`src/hw/rtl/sspq_pkg.sv`:
```
// ---------------------------------------------------------------------------
// sspq_pkg
// Shared types and constants for the stable sorted priority queue.
// ---------------------------------------------------------------------------
package sspq_pkg;

  localparam int VALUE_W = 32;
  localparam int PRIO_W  = 8;
  localparam int OCC_W   = 5;

  // Operation codes on the input channel
  typedef enum logic {
    OP_ENQ = 1'b0,
    OP_DEQ = 1'b1
  } op_t;

  // Result status codes
  typedef enum logic [1:0] {
    ST_ENQ   = 2'd0,
    ST_DEQ   = 2'd1,
    ST_EMPTY = 2'd2,
    ST_FULL  = 2'd3
  } status_t;

  // One stored entry
  typedef struct packed {
    logic [PRIO_W-1:0]         prio;
    logic signed [VALUE_W-1:0] value;
  } entry_t;

  localparam int ENTRY_W = $bits(entry_t);

  // Sequencer states
  typedef enum logic [2:0] {
    S_IDLE,
    S_DEQ_RD,
    S_ENQ_STEP,
    S_ENQ_CMP,
    S_RESP
  } state_t;

endpackage

```
`src/hw/rtl/sspq_if.sv`:
```
// ---------------------------------------------------------------------------
// sspq_in_if / sspq_out_if
// Valid/ready channels carrying queue commands and queue results.
// ---------------------------------------------------------------------------
interface sspq_in_if
  import sspq_pkg::*;
  ();
  logic                      valid;
  logic                      ready;
  logic                      op;
  logic signed [VALUE_W-1:0] value_in;
  logic [PRIO_W-1:0]         prio_in;

  modport source (output valid, output op, output value_in, output prio_in, input ready);
  modport sink   (input valid, input op, input value_in, input prio_in, output ready);
endinterface

interface sspq_out_if
  import sspq_pkg::*;
  ();
  logic                      valid;
  logic                      ready;
  logic signed [VALUE_W-1:0] value_out;
  logic [1:0]                status;
  logic [OCC_W-1:0]          occupancy;

  modport source (output valid, output value_out, output status, output occupancy,
                  input ready);
  modport sink   (input valid, input value_out, input status, input occupancy,
                  output ready);
endinterface

```
`src/hw/rtl/sspq_ram.sv`:
```
// ---------------------------------------------------------------------------
// sspq_ram
// Generic single-write, single-read RAM with registered read data.
// ---------------------------------------------------------------------------
module sspq_ram #(
  parameter int WIDTH = 40,
  parameter int DEPTH = 16
) (
  input  logic                     clk,
  input  logic                     wr_en,
  input  logic [$clog2(DEPTH)-1:0] wr_addr,
  input  logic [WIDTH-1:0]         wr_data,
  input  logic                     rd_en,
  input  logic [$clog2(DEPTH)-1:0] rd_addr,
  output logic [WIDTH-1:0]         rd_data
);

  logic [WIDTH-1:0] mem [DEPTH];

  // Write port
  always_ff @(posedge clk) begin
    if (wr_en) begin
      mem[wr_addr] <= wr_data;
    end
  end

  // Registered read port
  always_ff @(posedge clk) begin
    if (rd_en) begin
      rd_data <= mem[rd_addr];
    end
  end

endmodule

```
`src/hw/rtl/stable_sorted_priority_queue_top.sv`:
```
// ---------------------------------------------------------------------------
// stable_sorted_priority_queue_top
// Bounded priority queue kept sorted in a circular entry RAM; higher
// priority leaves first, equal priorities leave in arrival order.
// ---------------------------------------------------------------------------
// Channel   Dir  Handshake     Payload
// in_ch     in   valid/ready   op, value_in, prio_in
// out_ch    out  valid/ready   value_out, status, occupancy
//
// Dequeue pops the front entry. Enqueue walks back from the tail, moving
// each lower-priority entry back one slot, and stops when all have moved
// or behind an entry of greater or equal priority. Each moved entry costs
// one RAM read and one compare plus write, through the single read port
// and one priority comparator. Empty dequeue and full enqueue go straight
// to the response. Reset (rst_n low, sync) empties the queue; no clearing
// pass is needed. in_ch.ready is high only when the sequencer is idle; a
// waiting result holds in the output register.
// ---------------------------------------------------------------------------
module stable_sorted_priority_queue_top
  import sspq_pkg::*;
#(
  parameter int DEPTH = 16
) (
  input  logic         clk,
  input  logic         rst_n,
  sspq_in_if.sink      in_ch,
  sspq_out_if.source   out_ch
);

  localparam int PW = (DEPTH > 1) ? $clog2(DEPTH) : 1;
  localparam int CW = $clog2(DEPTH + 1);
  localparam int SW = PW + 1;

  state_t state_r, state_nxt;

  logic [PW-1:0] head_r, head_nxt;
  logic [CW-1:0] count_r, count_nxt;
  logic [PW-1:0] wr_ptr_r, wr_ptr_nxt;
  logic [CW-1:0] left_r, left_nxt;
  entry_t        new_r, new_nxt;
  logic signed [VALUE_W-1:0] res_value_r, res_value_nxt;
  status_t       res_status_r, res_status_nxt;

  logic                      out_valid_r, out_valid_nxt;
  logic signed [VALUE_W-1:0] out_value_r, out_value_nxt;
  status_t                   out_status_r, out_status_nxt;
  logic [OCC_W-1:0]          out_occ_r, out_occ_nxt;

  logic          ram_wr_en;
  logic [PW-1:0] ram_wr_addr;
  entry_t        ram_wr_data;
  logic          ram_rd_en;
  logic [PW-1:0] ram_rd_addr;
  logic [ENTRY_W-1:0] ram_rd_bits;
  entry_t        rd_entry;

  logic          accept;
  logic          out_free;
  logic [SW-1:0] tail_sum;
  logic [PW-1:0] tail_ptr;
  logic [PW-1:0] head_inc;
  logic [PW-1:0] wr_dec;
  logic [31:0]   count_ext;

  // Entry storage
  sspq_ram #(
    .WIDTH (ENTRY_W),
    .DEPTH (DEPTH)
  ) u_ram (
    .clk     (clk),
    .wr_en   (ram_wr_en),
    .wr_addr (ram_wr_addr),
    .wr_data (ram_wr_data),
    .rd_en   (ram_rd_en),
    .rd_addr (ram_rd_addr),
    .rd_data (ram_rd_bits)
  );

  assign rd_entry = entry_t'(ram_rd_bits);

  // Handshake
  assign in_ch.ready = (state_r == S_IDLE);
  assign accept      = in_ch.valid && in_ch.ready;
  assign out_free    = !out_valid_r || out_ch.ready;

  // Circular pointer arithmetic
  assign tail_sum = SW'(head_r) + SW'(count_r);
  assign tail_ptr = (tail_sum >= SW'(DEPTH)) ? PW'(tail_sum - SW'(DEPTH)) : PW'(tail_sum);
  assign head_inc = (head_r == PW'(DEPTH - 1)) ? '0 : head_r + PW'(1);
  assign wr_dec   = (wr_ptr_r == '0) ? PW'(DEPTH - 1) : wr_ptr_r - PW'(1);
  assign count_ext = 32'(count_r);

  // Next state
  always_comb begin
    state_nxt = state_r;
    case (state_r)
      S_IDLE: begin
        if (accept) begin
          if (op_t'(in_ch.op) == OP_DEQ) begin
            state_nxt = (count_r == '0) ? S_RESP : S_DEQ_RD;
          end else begin
            state_nxt = (count_r == CW'(DEPTH)) ? S_RESP : S_ENQ_STEP;
          end
        end
      end
      S_DEQ_RD:   state_nxt = S_RESP;
      S_ENQ_STEP: state_nxt = (left_r == '0) ? S_RESP : S_ENQ_CMP;
      S_ENQ_CMP: begin
        if (rd_entry.prio < new_r.prio) begin
          state_nxt = S_ENQ_STEP;
        end else begin
          state_nxt = S_RESP;
        end
      end
      S_RESP: begin
        if (out_free) begin
          state_nxt = S_IDLE;
        end
      end
      default: state_nxt = S_IDLE;
    endcase
  end

  // Datapath and RAM control
  always_comb begin
    head_nxt       = head_r;
    count_nxt      = count_r;
    wr_ptr_nxt     = wr_ptr_r;
    left_nxt       = left_r;
    new_nxt        = new_r;
    res_value_nxt  = res_value_r;
    res_status_nxt = res_status_r;
    out_valid_nxt  = out_valid_r && !out_ch.ready;
    out_value_nxt  = out_value_r;
    out_status_nxt = out_status_r;
    out_occ_nxt    = out_occ_r;
    ram_wr_en      = 1'b0;
    ram_wr_addr    = wr_ptr_r;
    ram_wr_data    = new_r;
    ram_rd_en      = 1'b0;
    ram_rd_addr    = head_r;

    case (state_r)
      // Take a transaction and set up its walk
      S_IDLE: begin
        if (accept) begin
          new_nxt.value = in_ch.value_in;
          new_nxt.prio  = in_ch.prio_in;
          res_value_nxt = '0;
          if (op_t'(in_ch.op) == OP_DEQ) begin
            if (count_r == '0) begin
              res_status_nxt = ST_EMPTY;
            end else begin
              ram_rd_en = 1'b1;
            end
          end else begin
            if (count_r == CW'(DEPTH)) begin
              res_status_nxt = ST_FULL;
            end
            wr_ptr_nxt = tail_ptr;
            left_nxt   = count_r;
          end
        end
      end
      // Pop the front entry
      S_DEQ_RD: begin
        res_value_nxt  = rd_entry.value;
        res_status_nxt = ST_DEQ;
        head_nxt       = head_inc;
        count_nxt      = count_r - CW'(1);
      end
      // Place the new entry, or fetch the entry in front of the hole
      S_ENQ_STEP: begin
        if (left_r == '0) begin
          ram_wr_en      = 1'b1;
          count_nxt      = count_r + CW'(1);
          res_status_nxt = ST_ENQ;
        end else begin
          ram_rd_en   = 1'b1;
          ram_rd_addr = wr_dec;
        end
      end
      // Move a lower-priority entry back, or drop the new one into the hole
      S_ENQ_CMP: begin
        ram_wr_en = 1'b1;
        if (rd_entry.prio < new_r.prio) begin
          ram_wr_data = rd_entry;
          wr_ptr_nxt  = wr_dec;
          left_nxt    = left_r - CW'(1);
        end else begin
          count_nxt      = count_r + CW'(1);
          res_status_nxt = ST_ENQ;
        end
      end
      // Hand the result to the output register
      S_RESP: begin
        if (out_free) begin
          out_valid_nxt  = 1'b1;
          out_value_nxt  = res_value_r;
          out_status_nxt = res_status_r;
          out_occ_nxt    = count_ext[OCC_W-1:0];
        end
      end
      default: begin
      end
    endcase
  end

  // Control registers
  always_ff @(posedge clk) begin
    if (!rst_n) begin
      state_r     <= S_IDLE;
      head_r      <= '0;
      count_r     <= '0;
      out_valid_r <= 1'b0;
    end else begin
      state_r     <= state_nxt;
      head_r      <= head_nxt;
      count_r     <= count_nxt;
      out_valid_r <= out_valid_nxt;
    end
  end

  // Payload registers
  always_ff @(posedge clk) begin
    wr_ptr_r     <= wr_ptr_nxt;
    left_r       <= left_nxt;
    new_r        <= new_nxt;
    res_value_r  <= res_value_nxt;
    res_status_r <= res_status_nxt;
    out_value_r  <= out_value_nxt;
    out_status_r <= out_status_nxt;
    out_occ_r    <= out_occ_nxt;
  end

  // Result channel
  assign out_ch.valid     = out_valid_r;
  assign out_ch.value_out = out_value_r;
  assign out_ch.status    = out_status_r;
  assign out_ch.occupancy = out_occ_r;

endmodule
```
`src/flat_wrapper.sv`:
```
// flat-port wrapper written by rule: the top's interface ports become plain ports
module stable_sorted_priority_queue_top_flat import sspq_pkg::*;
#(
  parameter int DEPTH = 16
)
  (clk, rst_n, in_ch_valid, in_ch_op, in_ch_value_in, in_ch_prio_in, in_ch_ready, out_ch_valid, out_ch_value_out, out_ch_status, out_ch_occupancy, out_ch_ready);
  sspq_in_if in_ch_i ();
  sspq_out_if out_ch_i ();
  input  logic clk;
  input  logic rst_n;
  input wire logic [$bits(in_ch_i.valid)-1:0] in_ch_valid;
  input wire logic [$bits(in_ch_i.op)-1:0] in_ch_op;
  input wire logic [$bits(in_ch_i.value_in)-1:0] in_ch_value_in;
  input wire logic [$bits(in_ch_i.prio_in)-1:0] in_ch_prio_in;
  output wire logic [$bits(in_ch_i.ready)-1:0] in_ch_ready;
  output wire logic [$bits(out_ch_i.valid)-1:0] out_ch_valid;
  output wire logic [$bits(out_ch_i.value_out)-1:0] out_ch_value_out;
  output wire logic [$bits(out_ch_i.status)-1:0] out_ch_status;
  output wire logic [$bits(out_ch_i.occupancy)-1:0] out_ch_occupancy;
  input wire logic [$bits(out_ch_i.ready)-1:0] out_ch_ready;
  assign in_ch_i.valid = in_ch_valid;
  assign in_ch_i.op = in_ch_op;
  assign in_ch_i.value_in = in_ch_value_in;
  assign in_ch_i.prio_in = in_ch_prio_in;
  assign in_ch_ready = in_ch_i.ready;
  assign out_ch_valid = out_ch_i.valid;
  assign out_ch_value_out = out_ch_i.value_out;
  assign out_ch_status = out_ch_i.status;
  assign out_ch_occupancy = out_ch_i.occupancy;
  assign out_ch_i.ready = out_ch_ready;
  stable_sorted_priority_queue_top #(.DEPTH(DEPTH)) u_core (.clk(clk), .rst_n(rst_n), .in_ch(in_ch_i), .out_ch(out_ch_i));
endmodule
```
`config.mk`:
```
export PLATFORM = sky130hd
export DESIGN_NAME = stable_sorted_priority_queue_top_flat
export DESIGN_NICKNAME = d
export VERILOG_FILES = /design/src/hw/rtl/sspq_pkg.sv /design/src/hw/rtl/sspq_if.sv /design/src/hw/rtl/sspq_ram.sv /design/src/hw/rtl/stable_sorted_priority_queue_top.sv /design/src/flat_wrapper.sv
export SDC_FILE = /design/constraint.sdc
export NUM_CORES = 1
export LEC_CHECK = 0
export BUFFER_PORTS_ARGS = -buffer_cell sky130_fd_sc_hd__buf_2
export CORE_AREA = 2 2 240 242
export CTS_CLUSTER_DIAMETER = 200
export DETAILED_ROUTE_END_ITERATION = 8
export DIE_AREA = 0 0 242 244
export GPL_TIMING_DRIVEN = 0
export HOLD_SLACK_MARGIN = 0.06
export PLACE_DENSITY = 0.72
export SLEW_MARGIN = 20
export SYNTH_ARGS = -nofsm -noshare
export SYNTH_HDL_FRONTEND = slang
export SYNTH_HIERARCHICAL = 1
export SYNTH_SLANG_ARGS = --single-unit
export TNS_END_PERCENT = 30
```
`constraint.sdc`:
```
create_clock -name clk -period 5.2 [get_ports clk]
set_input_delay 0.52 -clock clk [delete_from_list [all_inputs] [get_ports clk]]
set_output_delay 0.52 -clock clk [all_outputs]
set_load 0.03 [all_outputs]
```
### Yosys cells after proc, flatten, opt, wreduce, memory -nomap -nowiden

Memories as Yosys holds them, arrays and structs flattened. A register that Yosys moved wholly into a read port is not among the register bits.
Cells that the tools add are included.

| word-level totals | value |
|---|---|
| logic and storage cells | 103 |
| RAM bits | 640 |
| memories | 1 |
| output and inout port bits | 41 |
| register bits after elaboration | 135 |
| input port bits | 45 |

Memory list:

| name | words | width | read ports | clocked after Yosys merged registers in | write ports | line | source |
|---|---|---|---|---|---|---|---|
| u_core.u_ram.mem | 16 | 40 | 1 | 1 | 1 | sspq_ram.sv:18 | `logic [WIDTH-1:0] mem [DEPTH];` |

| operators by class | value |
|---|---|
| order comparisons | 2 |
| $add $sub $neg | 7 |
| mux-type cells | 46 |
| reductions and logical operators | 20 |
| equality and inequality tests | 14 |

Operators by type and width:

| cell | count |
|---|---|
| $mux 40 | 2 |
| $pmux 32 s2 | 1 |
| $mux 32 | 1 |
| $mux 4 | 8 |
| $mux 5 | 5 |
| $mux 3 | 7 |
| $pmux 3 s5 | 1 |
| $pmux 5 s3 | 1 |
| $mux 2 | 6 |
| $logic_not 5->1 | 2 |
| $pmux 5 s2 | 1 |
| $sub 5x1->5 const B | 2 |
| $mux 1 | 9 |
| $lt 8x8->1 | 1 |
| $pmux 2 s4 | 1 |
| $pmux 4 s2 | 1 |
| $reduce_and 2->1 | 4 |
| $sub 4x1->4 const B | 2 |
| $eq 3x2->1 const B | 2 |
| $ne 2x1->1 const B | 3 |
| $ne 2x2->1 const B | 3 |
| $ne 3x3->1 const B | 2 |
| $reduce_and 6->1 | 1 |
| $add 4x5->5 | 1 |
| other kinds (18) | 22 |

### Depth between registers and ports, before layout

Gate-level depths: netlist (run 1).

| logic depth | value |
|---|---|
| word-level depth | 6 |
| mapped depth | 12 |
| gate-level depth less buffers | 9 |

### Cells and area by module

The synthesis (run 1) kept the hierarchy.

By module, submodules not included:

| module | seq. area each (sq um) | cells an instance | area each (sq um) | times used |
|---|---|---|---|---|
| sspq_ram | 20419.6 | 1040 | 25532.0 | 1 |
| stable_sorted_priority_queue_top | 3923.8 | 395 | 5741.8 | 1 |

### Worst setup path before layout (run 1)

Ideal clock, no wire load.

| path | value |
|---|---|
| kind | flip-flop to flip-flop |
| from | reg u_core.left_r[0] |
| to | mem u_core.u_ram.mem[0][0], enable pin |
| path slack | 379 ps |
| stages on the path, launching flop included | 8 |
| arrival time | 4334 ps |
| required time | 4713 ps |
| period minus slack after synthesis | 4821 ps |
| path buffers | 0 |
| setup time | 487 ps |
| cells stage by stage | edfxtp_1 > inv_1 > ha_1 > nor4b_4 > nor2_1 > nor2_1 > or3b_2 > nor3_1 |

| on the way | value |
|---|---|
| cells in the longest elaborated chain, start to end | 5 |

RTL lines:

| what | line | source |
|---|---|---|
| start, declared | stable_sorted_priority_queue_top.sv:39 | `logic [CW-1:0] left_r, left_nxt;` |
| start signal, assigned | stable_sorted_priority_queue_top.sv:227 | `left_r <= left_nxt;` |
| $logic_not 5->1 | stable_sorted_priority_queue_top.sv:174 | `if (left_r == '0) begin` |
| $mux 1 | stable_sorted_priority_queue_top.sv:174 |  |
| $pmux 1 s2 | stable_sorted_priority_queue_top.sv:143 | `case (state_r)` |
| via u_core.ram_wr_en | stable_sorted_priority_queue_top.sv:49 | `logic ram_wr_en;` |
| $mux 1 | sspq_ram.sv:22 | `if (wr_en) begin` |
| $mux 1 (implied by the code) | sspq_ram.sv:23 | `mem[wr_addr] <= wr_data;` |
| end, declared | sspq_ram.sv:18 |  |

The timed path passes the listed nets, and every way through them passes these cells.

### Final worst setup path (run 1)

| path | value |
|---|---|
| from | reg u_core.state_r[2] |
| to | reg u_core.u_ram.rd_data[26] (read register of u_core.u_ram.mem), data pin |

| on the way | value |
|---|---|
| elaborated cells between the ends (all ways) | 6 |
| classes of those cells | 1 x eq/ne; 3 x mux; 2 x reduce/logical |

RTL lines:

| what | line | source |
|---|---|---|
| start, declared | stable_sorted_priority_queue_top.sv:34 | `state_t state_r, state_nxt;` |
| start signal, assigned | stable_sorted_priority_queue_top.sv:217 | `state_r <= state_nxt;` |
| $eq 3x2->1 | stable_sorted_priority_queue_top.sv:143 |  |
| $mux 4 | stable_sorted_priority_queue_top.sv:143 |  |
| via u_core.ram_rd_addr[1] | stable_sorted_priority_queue_top.sv:53 | `logic [PW-1:0] ram_rd_addr;` |
| end, declared | sspq_ram.sv:15 | `output logic [WIDTH-1:0] rd_data` |

The timed path passes the listed nets, and every way through them passes these cells.
A chain may end at the register's enable or synchronous reset.

==> results of run 1 <==
[layout make-up]
type	instances	area, µm²	share of cell area (%)
Sequential cell	815	24300	66.3
Clock buffer	99	2090	5.70
Buffer	67	469	1.28
Timing Repair Buffer	180	1690	4.61
Multi-Input combinational cell	532	6520	17.7
Tap cell	756	946	2.58
Inverter	21	81.3	0.221
Clock inverter	49	583	1.59
[sequential cells by signal (all words and copies together) (netlist names), 3 cells and up]
| register | cells |
|---|---|
| u_core/state_r | 3 |
| u_core/count_r | 5 |
| u_core/new_r | 40 |
| u_core/out_ch.occupancy | 5 |
| u_core/head_r | 4 |
| u_core/u_ram/mem | 640 |
| u_core/left_r | 5 |
| u_core/u_ram/rd_data | 40 |
| u_core/res_value_r | 32 |
| u_core/out_ch.value_out | 32 |
| u_core/ram_wr_addr | 4 |
[through the flow]
| stage | setup WS [ns] | power (µW) | utilization (%) | hold slack [ns] | setup TNS [ns] |
|---|---|---|---|---|---|
| final | 1.07 | 16600 | 65.4 | 0.153 | 0 |
| after global placement | -3.18 | 10700 | 58.1 | 0.402 | -714.73 |
| after global routing | 0.777 | 17100 | 65.4 | 0.170 | 0 |
| after CTS | 1.17 | 16700 | 65.4 | 0.122 | 0 |
| after floorplan | 0.379 | 9930 | - | 0.400 | 0 |
| after detailed placement | 1.16 | 10800 | 59.9 | 0.405 | 0 |
[cells by family (layout without fill, tap and decap cells)]
family	after synthesis	after routing	synth area share (%)
AOI/OAI and AO/OA	137	137	3.09
xor gates and xnor gates	9	9	0.252
adders and majority gates	19	19	0.808
buffers and inverters	88	416	1.75
DFF	815	815	77.8
muxes	196	196	13.5
and+or+nand+nor	171	171	2.72
[layout by cell type, fill, tap and decap left out, types with 14 or more instances in the layout]
master / Yosys / routed
mux2_2: 34 / 34
nor2_1: 32 / 20
buf_2: 19 / 104
and2_1: 33 / 33
mux4_2: 100 / 100
o21ai_0: 21 / 14
inv_1: 20 / 19
buf_4: 2 / 23
dlygate4sd3_1: 0 / 40
a21oi_1: 17 / 17
mux4_1: 60 / 60
a22oi_1: 80 / 80
buf_12: 11 / 22
ha_1: 17 / 17
clkbuf_1: 33 / 51
clkbuf_16: 0 / 81
edfxtp_1: 802 / 802
clkinv_1: 1 / 14
nand2_1: 67 / 66
[routing by layer]
metal / part of all wire (%) / up-vias / wire, µm
li1: - / 6524 / -
met1: 40 / 7992 / 26900
met2: 50 / 692 / 34000
met3: 8.0 / 98 / 5440
met4: 2.3 / 0 / 1540
met5: 0 / - / 0
[critical path: cells and delay by family, from the launching register on]
family / cells / cell delay [ns]
flops: 1 / 0.31
mux: 1 / 0.40
buf+inv: 5 / 1.61
simple gates: 4 / 1.16
compound gates: 2 / 0.39
[what timing repair did]
action	CTS	global route
gates resized for setup	0	0
hold buffers	40	0
endpoints found under the hold margin	40	0
[power by group]
part	leakage [µW]	total [µW]	internal [µW]	switching, µW
registers	0.00739	7990	7850	135
logic	0.00325	2710	1120	1600
clock network	0.00130	5860	3410	2450
[worst max-delay path by stage]
stage / from / to / slack, ns / cells after the start
after floorplan: u_core/left_r[0] / u_core/u_ram/mem[0][0] / 0.38 / 7
final: u_core/state_r[2] / u_core/u_ram/rd_data[26] / 1.07 / 12
after global routing: u_core/state_r[2] / u_core/u_ram/rd_data[39] / 0.78 / 12
after detailed placement: u_core/state_r[1] / u_core/u_ram/rd_data[39] / 1.16 / 12
after global placement: u_core/state_r[2] / u_core/u_ram/mem[0][11] / -3.18 / 6
after CTS: u_core/state_r[1] / u_core/u_ram/rd_data[39] / 1.17 / 12
==> results.sh, run 1 <==
export IMPL_status="finished clean"
export IMPL_clkLatencyLatePin_ns=0.65
export IMPL_grt_use_met2_pct=39.0
export IMPL_final_area_um2=36700
export IMPL_grt_met3_usage_pct=4.14
export IMPL_start_kind="flop"
export IMPL_ys_seq_area_share_pct=77.8
export IMPL_yosysWarnings=6
export IMPL_synth_area_um2=31300
export IMPL_hold_class="primary input to flop"
export IMPL_cts_root_buffer="clkbuf_16"
export IMPL_antenna_found_initial=1
export IMPL_cts_buffer_depth=3
export IMPL_fin_nets=1762
export IMPL_met1_usage_pct=31.8
export IMPL_setup_viol=0
export IMPL_cts_max_level=3
export IMPL_synthTopCellsByCount="edfxtp_1, mux4_2, a22oi_1"
export IMPL_required_ns=5.58
export IMPL_numClockSinks=815
export IMPL_slew_headroom_pct=30.1
export IMPL_reg2reg_depth=12
export IMPL_dpl_instance_area_um2=33600
export IMPL_yosys_area_top_type="edfxtp_1"
export IMPL_stdcell_count=2519
export IMPL_vias_per_cell=6.08
export IMPL_post_cts_buffers=0
export IMPL_synth_most_common_cell="edfxtp_1"
export IMPL_dieArea_um2=59000
export IMPL_rows=87
export IMPL_fin_skew_ns=0.0232
export IMPL_vias=15300
export IMPL_hp_start="rst_n"
export IMPL_ys_top_cells_by_area="edfxtp_1, mux4_2, mux4_1, a22oi_1, mux2_2"
export IMPL_min_period_ns=4.13
export IMPL_end_kind="flop"
export IMPL_rsz0062_at_grt="no"
export IMPL_netlist_area_leader_share_pct=77.0
export IMPL_p_leak_uw=0.0119
export IMPL_drive_gt1_share_pct=25.9
export IMPL_synth_cell_types=56
export IMPL_wirelength_um=67800
export IMPL_start_util_pct=55.7
export IMPL_drc=0
export IMPL_async_reset_ff_share_pct=0
export IMPL_gp_congestion=0.763
export IMPL_area_delta_synth_final_pct=17.4
export IMPL_rr_endpoint="u_core/u_ram/rd_data[26]"
export IMPL_synth_seq_cells=815
export IMPL_first_global_vias=15800
export IMPL_n_antenna_cell=0
export IMPL_max_stage_delay_ns=0.65
export IMPL_cts_tree="done"
export IMPL_drtIter0Drc=1655
export IMPL_portBuffers=85
export IMPL_die_w_um=242
export IMPL_slowest_stage="clkbuf_1"
export IMPL_peakVddDrop_mv=0.263
export IMPL_syn_nets=1499
export IMPL_max_freq_mhz=242
export IMPL_groute_usage_overall_pct=23.3
export IMPL_hold_viol_final=0
export IMPL_min_path_cells=2
export IMPL_wl_per_cell_um=26.9
export IMPL_dp_hpwl_um=41800
export IMPL_holdPathEnd="u_core/state_r[2]"
export IMPL_fillCellCount=3620
export IMPL_ios=86
export IMPL_critPathArrivalTime_ns=4.51
export IMPL_drt_first_pass_iters=5
export IMPL_grt_pass1_wl_um=100000
export IMPL_power_density_nw_per_um2=451
export IMPL_crit_chain="clkbuf_1 -> nor2b_1 -> inv_1 -> nor3_2 -> nor2_1 -> a21oi_1 -> buf_2 -> buf_2 -> clkbuf_1 -> mux4_1 -> a22oi_1 -> nand2_1"
export IMPL_busiest_layer="met2"
export IMPL_synth_cells=1435
export IMPL_postRouteAntennaNets=0
export IMPL_critPathKind="flop to flop"
export IMPL_cp_max_fo=10
export IMPL_grt_ovfl_total=0
export IMPL_placed_cells=2331
export IMPL_reg2reg_from="u_core/state_r[2]"
export IMPL_grt_start_max_net_pins=42
export IMPL_drv_cap=0
export IMPL_timing_final_crit_share_pct=79.4
export IMPL_slew_viol_final=0
export IMPL_ys_flop_type="edfxtp_1"
export IMPL_postSynthAreaPerCell_um2=21.8
export IMPL_rrSetupSlack_ns=1.07
export IMPL_synth_edff_count=802
export IMPL_tightest_slew_ns=1.04
export IMPL_die_h_um=244
export IMPL_cts_buffers_inserted=81
export IMPL_core_um2=56200
export IMPL_path_clk_slew_ns=0.06
Power figures use the tool's default switching activity.
==> run 2: changes to the inputs <==
Clock period 5.2 ns to 4 ns, I/O delays scaled along.
==> run 2 against run 1 <==
Against the previous run:
- final area rose by 0.54%
- largest cell class unchanged
- sequential cell count did not move
- clock power rose by 33%
- maximum frequency rose by 7.8%
- count of clock-buffer cells in the layout rose by 1
- first-iteration DRC count fell by 8.5%
- die area did not move
- power rose by 31%
- worst hold slack got worse by 0.022 ns
- register-to-register slack got worse by 0.90 ns
- critical endpoint is now u_core/u_ram/rd_data[39]
- largest power group unchanged
- cell count did not move
==> results.sh, run 2 (synthesis results as in run 1) <==
export IMPL_status="finished clean"
export IMPL_wl_per_cell_um=27.8
export IMPL_fillCellCount=3589
export IMPL_postRouteAntennaNets=0
export IMPL_dieArea_um2=59000
export IMPL_drv_cap=0
export IMPL_peakVddDrop_mv=0.372
export IMPL_critPathKind="flop to flop"
export IMPL_layout_common_cells="edfxtp_1, buf_2, mux4_2"
export IMPL_p_leak_uw=0.0120
export IMPL_area_delta_synth_final_pct=18.1
export IMPL_start_kind="flop"
export IMPL_slew_viol_final=0
export IMPL_layout_commonest_cell="edfxtp_1"
export IMPL_cts_buffer_depth=3
export IMPL_hold_class="primary input to flop"
export IMPL_layout_area_seq_um2=24300
export IMPL_power_density_nw_per_um2=589
export IMPL_hp_start="in_ch_op"
export IMPL_cts_root_buffer="clkbuf_16"
export IMPL_fin_nets=1761
export IMPL_drc=0
export IMPL_worst_path_stages=11
export IMPL_setup_viol=0
export IMPL_n_antenna_cell=0
export IMPL_multi_input_area_um2=6540
export IMPL_cp_max_fo=10
export IMPL_drive_gt1_share_pct=26.2
export IMPL_startpoint="u_core/state_r[2]"
export IMPL_max_freq_mhz=261
export IMPL_reg2reg_depth=11
export IMPL_end_kind="flop"
export IMPL_numClockSinks=815
export IMPL_grt_ovfl_total=0
export IMPL_fin_skew_ns=0.0210
export IMPL_die_h_um=244
export IMPL_rows=87
export IMPL_groute_usage_overall_pct=24.0
export IMPL_path_delay_family="buffers and inverters"
export IMPL_met3_length_um=5530
export IMPL_cts_max_level=3
export IMPL_largest_register="u_core/u_ram/mem"
export IMPL_vias=15500
export IMPL_critPathArrivalTime_ns=4.19
export IMPL_grt_start_max_net_pins=42
export IMPL_wl_met2_um=35300
export IMPL_drt_first_pass_iters=5
export IMPL_crit_chain="clkbuf_1 -> nor2b_1 -> inv_1 -> nor3_4 -> nor2_1 -> a21oi_1 -> buf_2 -> clkbuf_1 -> mux4_2 -> a22oi_1 -> nand2_1"
export IMPL_vias_per_cell=6.17
export IMPL_ios=86
export IMPL_antenna_found_initial=1
export IMPL_slew_headroom_pct=33.7
export IMPL_cts_tree="done"
export IMPL_wirelength_um=70100
export IMPL_reg_top3="u_core/u_ram/mem: 640 flops, u_core/new_r: 40 flops, u_core/u_ram/rd_data: 40 flops"
export IMPL_path_buf_inv=4
export IMPL_reg2reg_from="u_core/state_r[2]"
export IMPL_start_util_pct=55.7
export IMPL_grt_pass1_wl_um=103000
export IMPL_timing_setup_tns_ns=0
export IMPL_cts_buffers_inserted=82
export IMPL_dp_hpwl_um=42600
export IMPL_timing_final_crit_share_pct=95.7
export IMPL_min_path_cells=2
export IMPL_path_clk_slew_ns=0.06
export IMPL_top_layer="met4"
export IMPL_cpMostUsedCell="clkbuf_1"
export IMPL_whs_ns=0.131
export IMPL_portBuffers=85
export IMPL_power_uw=21700
export IMPL_tightest_slew_ns=0.987
export IMPL_first_global_vias=15900
export IMPL_rsz0062_at_grt="no"
export IMPL_min_period_ns=3.83
export IMPL_required_ns=4.36
export IMPL_max_stage_delay_ns=0.74
export IMPL_drtIter0Drc=1514
export IMPL_drt_met1_wl_um=27300
export IMPL_hold_viol_final=0
export IMPL_largest_reg_flops=640
export IMPL_core_um2=56200
export IMPL_slowest_stage="clkbuf_1"
export IMPL_gp_congestion=0.748
export IMPL_die_w_um=242
export IMPL_clkLatencyLatePin_ns=0.63
==> run 2: through the flow <==
| step | utilization, % | setup WS [ns] | instances | instance area, µm² |
|---|---|---|---|---|
| floorplan | - | -0.480 | 1435 | 31300 |
| global placement | 58.1 | -4.35 | 2276 | 32700 |
| detailed placement | 60.1 | -0.0607 | 2328 | 33700 |
| global route | 65.7 | 0.0229 | 2519 | 36900 |
| finish | 65.7 | 0.172 | 2519 | 36900 |
| CTS | 65.7 | 0.0598 | 2519 | 36900 |
==> run 2: path summary, 6_finish.rpt <==
kind | to | slack [ns]
hold reg to reg | u_core/out_ch.value_out[23] | 0.42
hold / removal | u_core/res_status_r[0] | 0.13
setup reg to reg | u_core/u_ram/rd_data[39] | 0.17
setup / recovery | u_core/u_ram/rd_data[39] | 0.17
==> run 2: timing repair <==
| item | 4_1_cts | 5_1_grt |
|---|---|---|
| buffers inserted | 0 | 0 |
| endpoints found under the hold margin | 42 | 0 |
| hold buffers | 41 | 0 |
| gates resized for setup | 6 | 2 |
| endpoints found under the setup margin | 28 | 39 |
==> run 2: cell type report <==
type | count | area share, %
clock inverter | 50 | 1.59
sequential | 815 | 65.9
timing repair buffer | 178 | 4.85
inverter | 21 | 0.220
buffer | 67 | 1.30
clock buffer | 100 | 5.86
multi-input combinational | 532 | 17.7
tap | 756 | 2.56
==> run 2: per-layer routing <==
metal | up-vias | global-route usage, %
li1 | 6525 | -
met1 | 8099 | 32.5
met2 | 795 | 40.4
met3 | 118 | 3.94
met4 | 0 | 8.08
met5 | - | 0
==> run 2: report_power, final <==
group	leakage (µW)	internal, µW	switching (µW)
clock	0.00133	4640	3150
sequential	0.00739	10200	185
combinational	0.00329	1460	2090
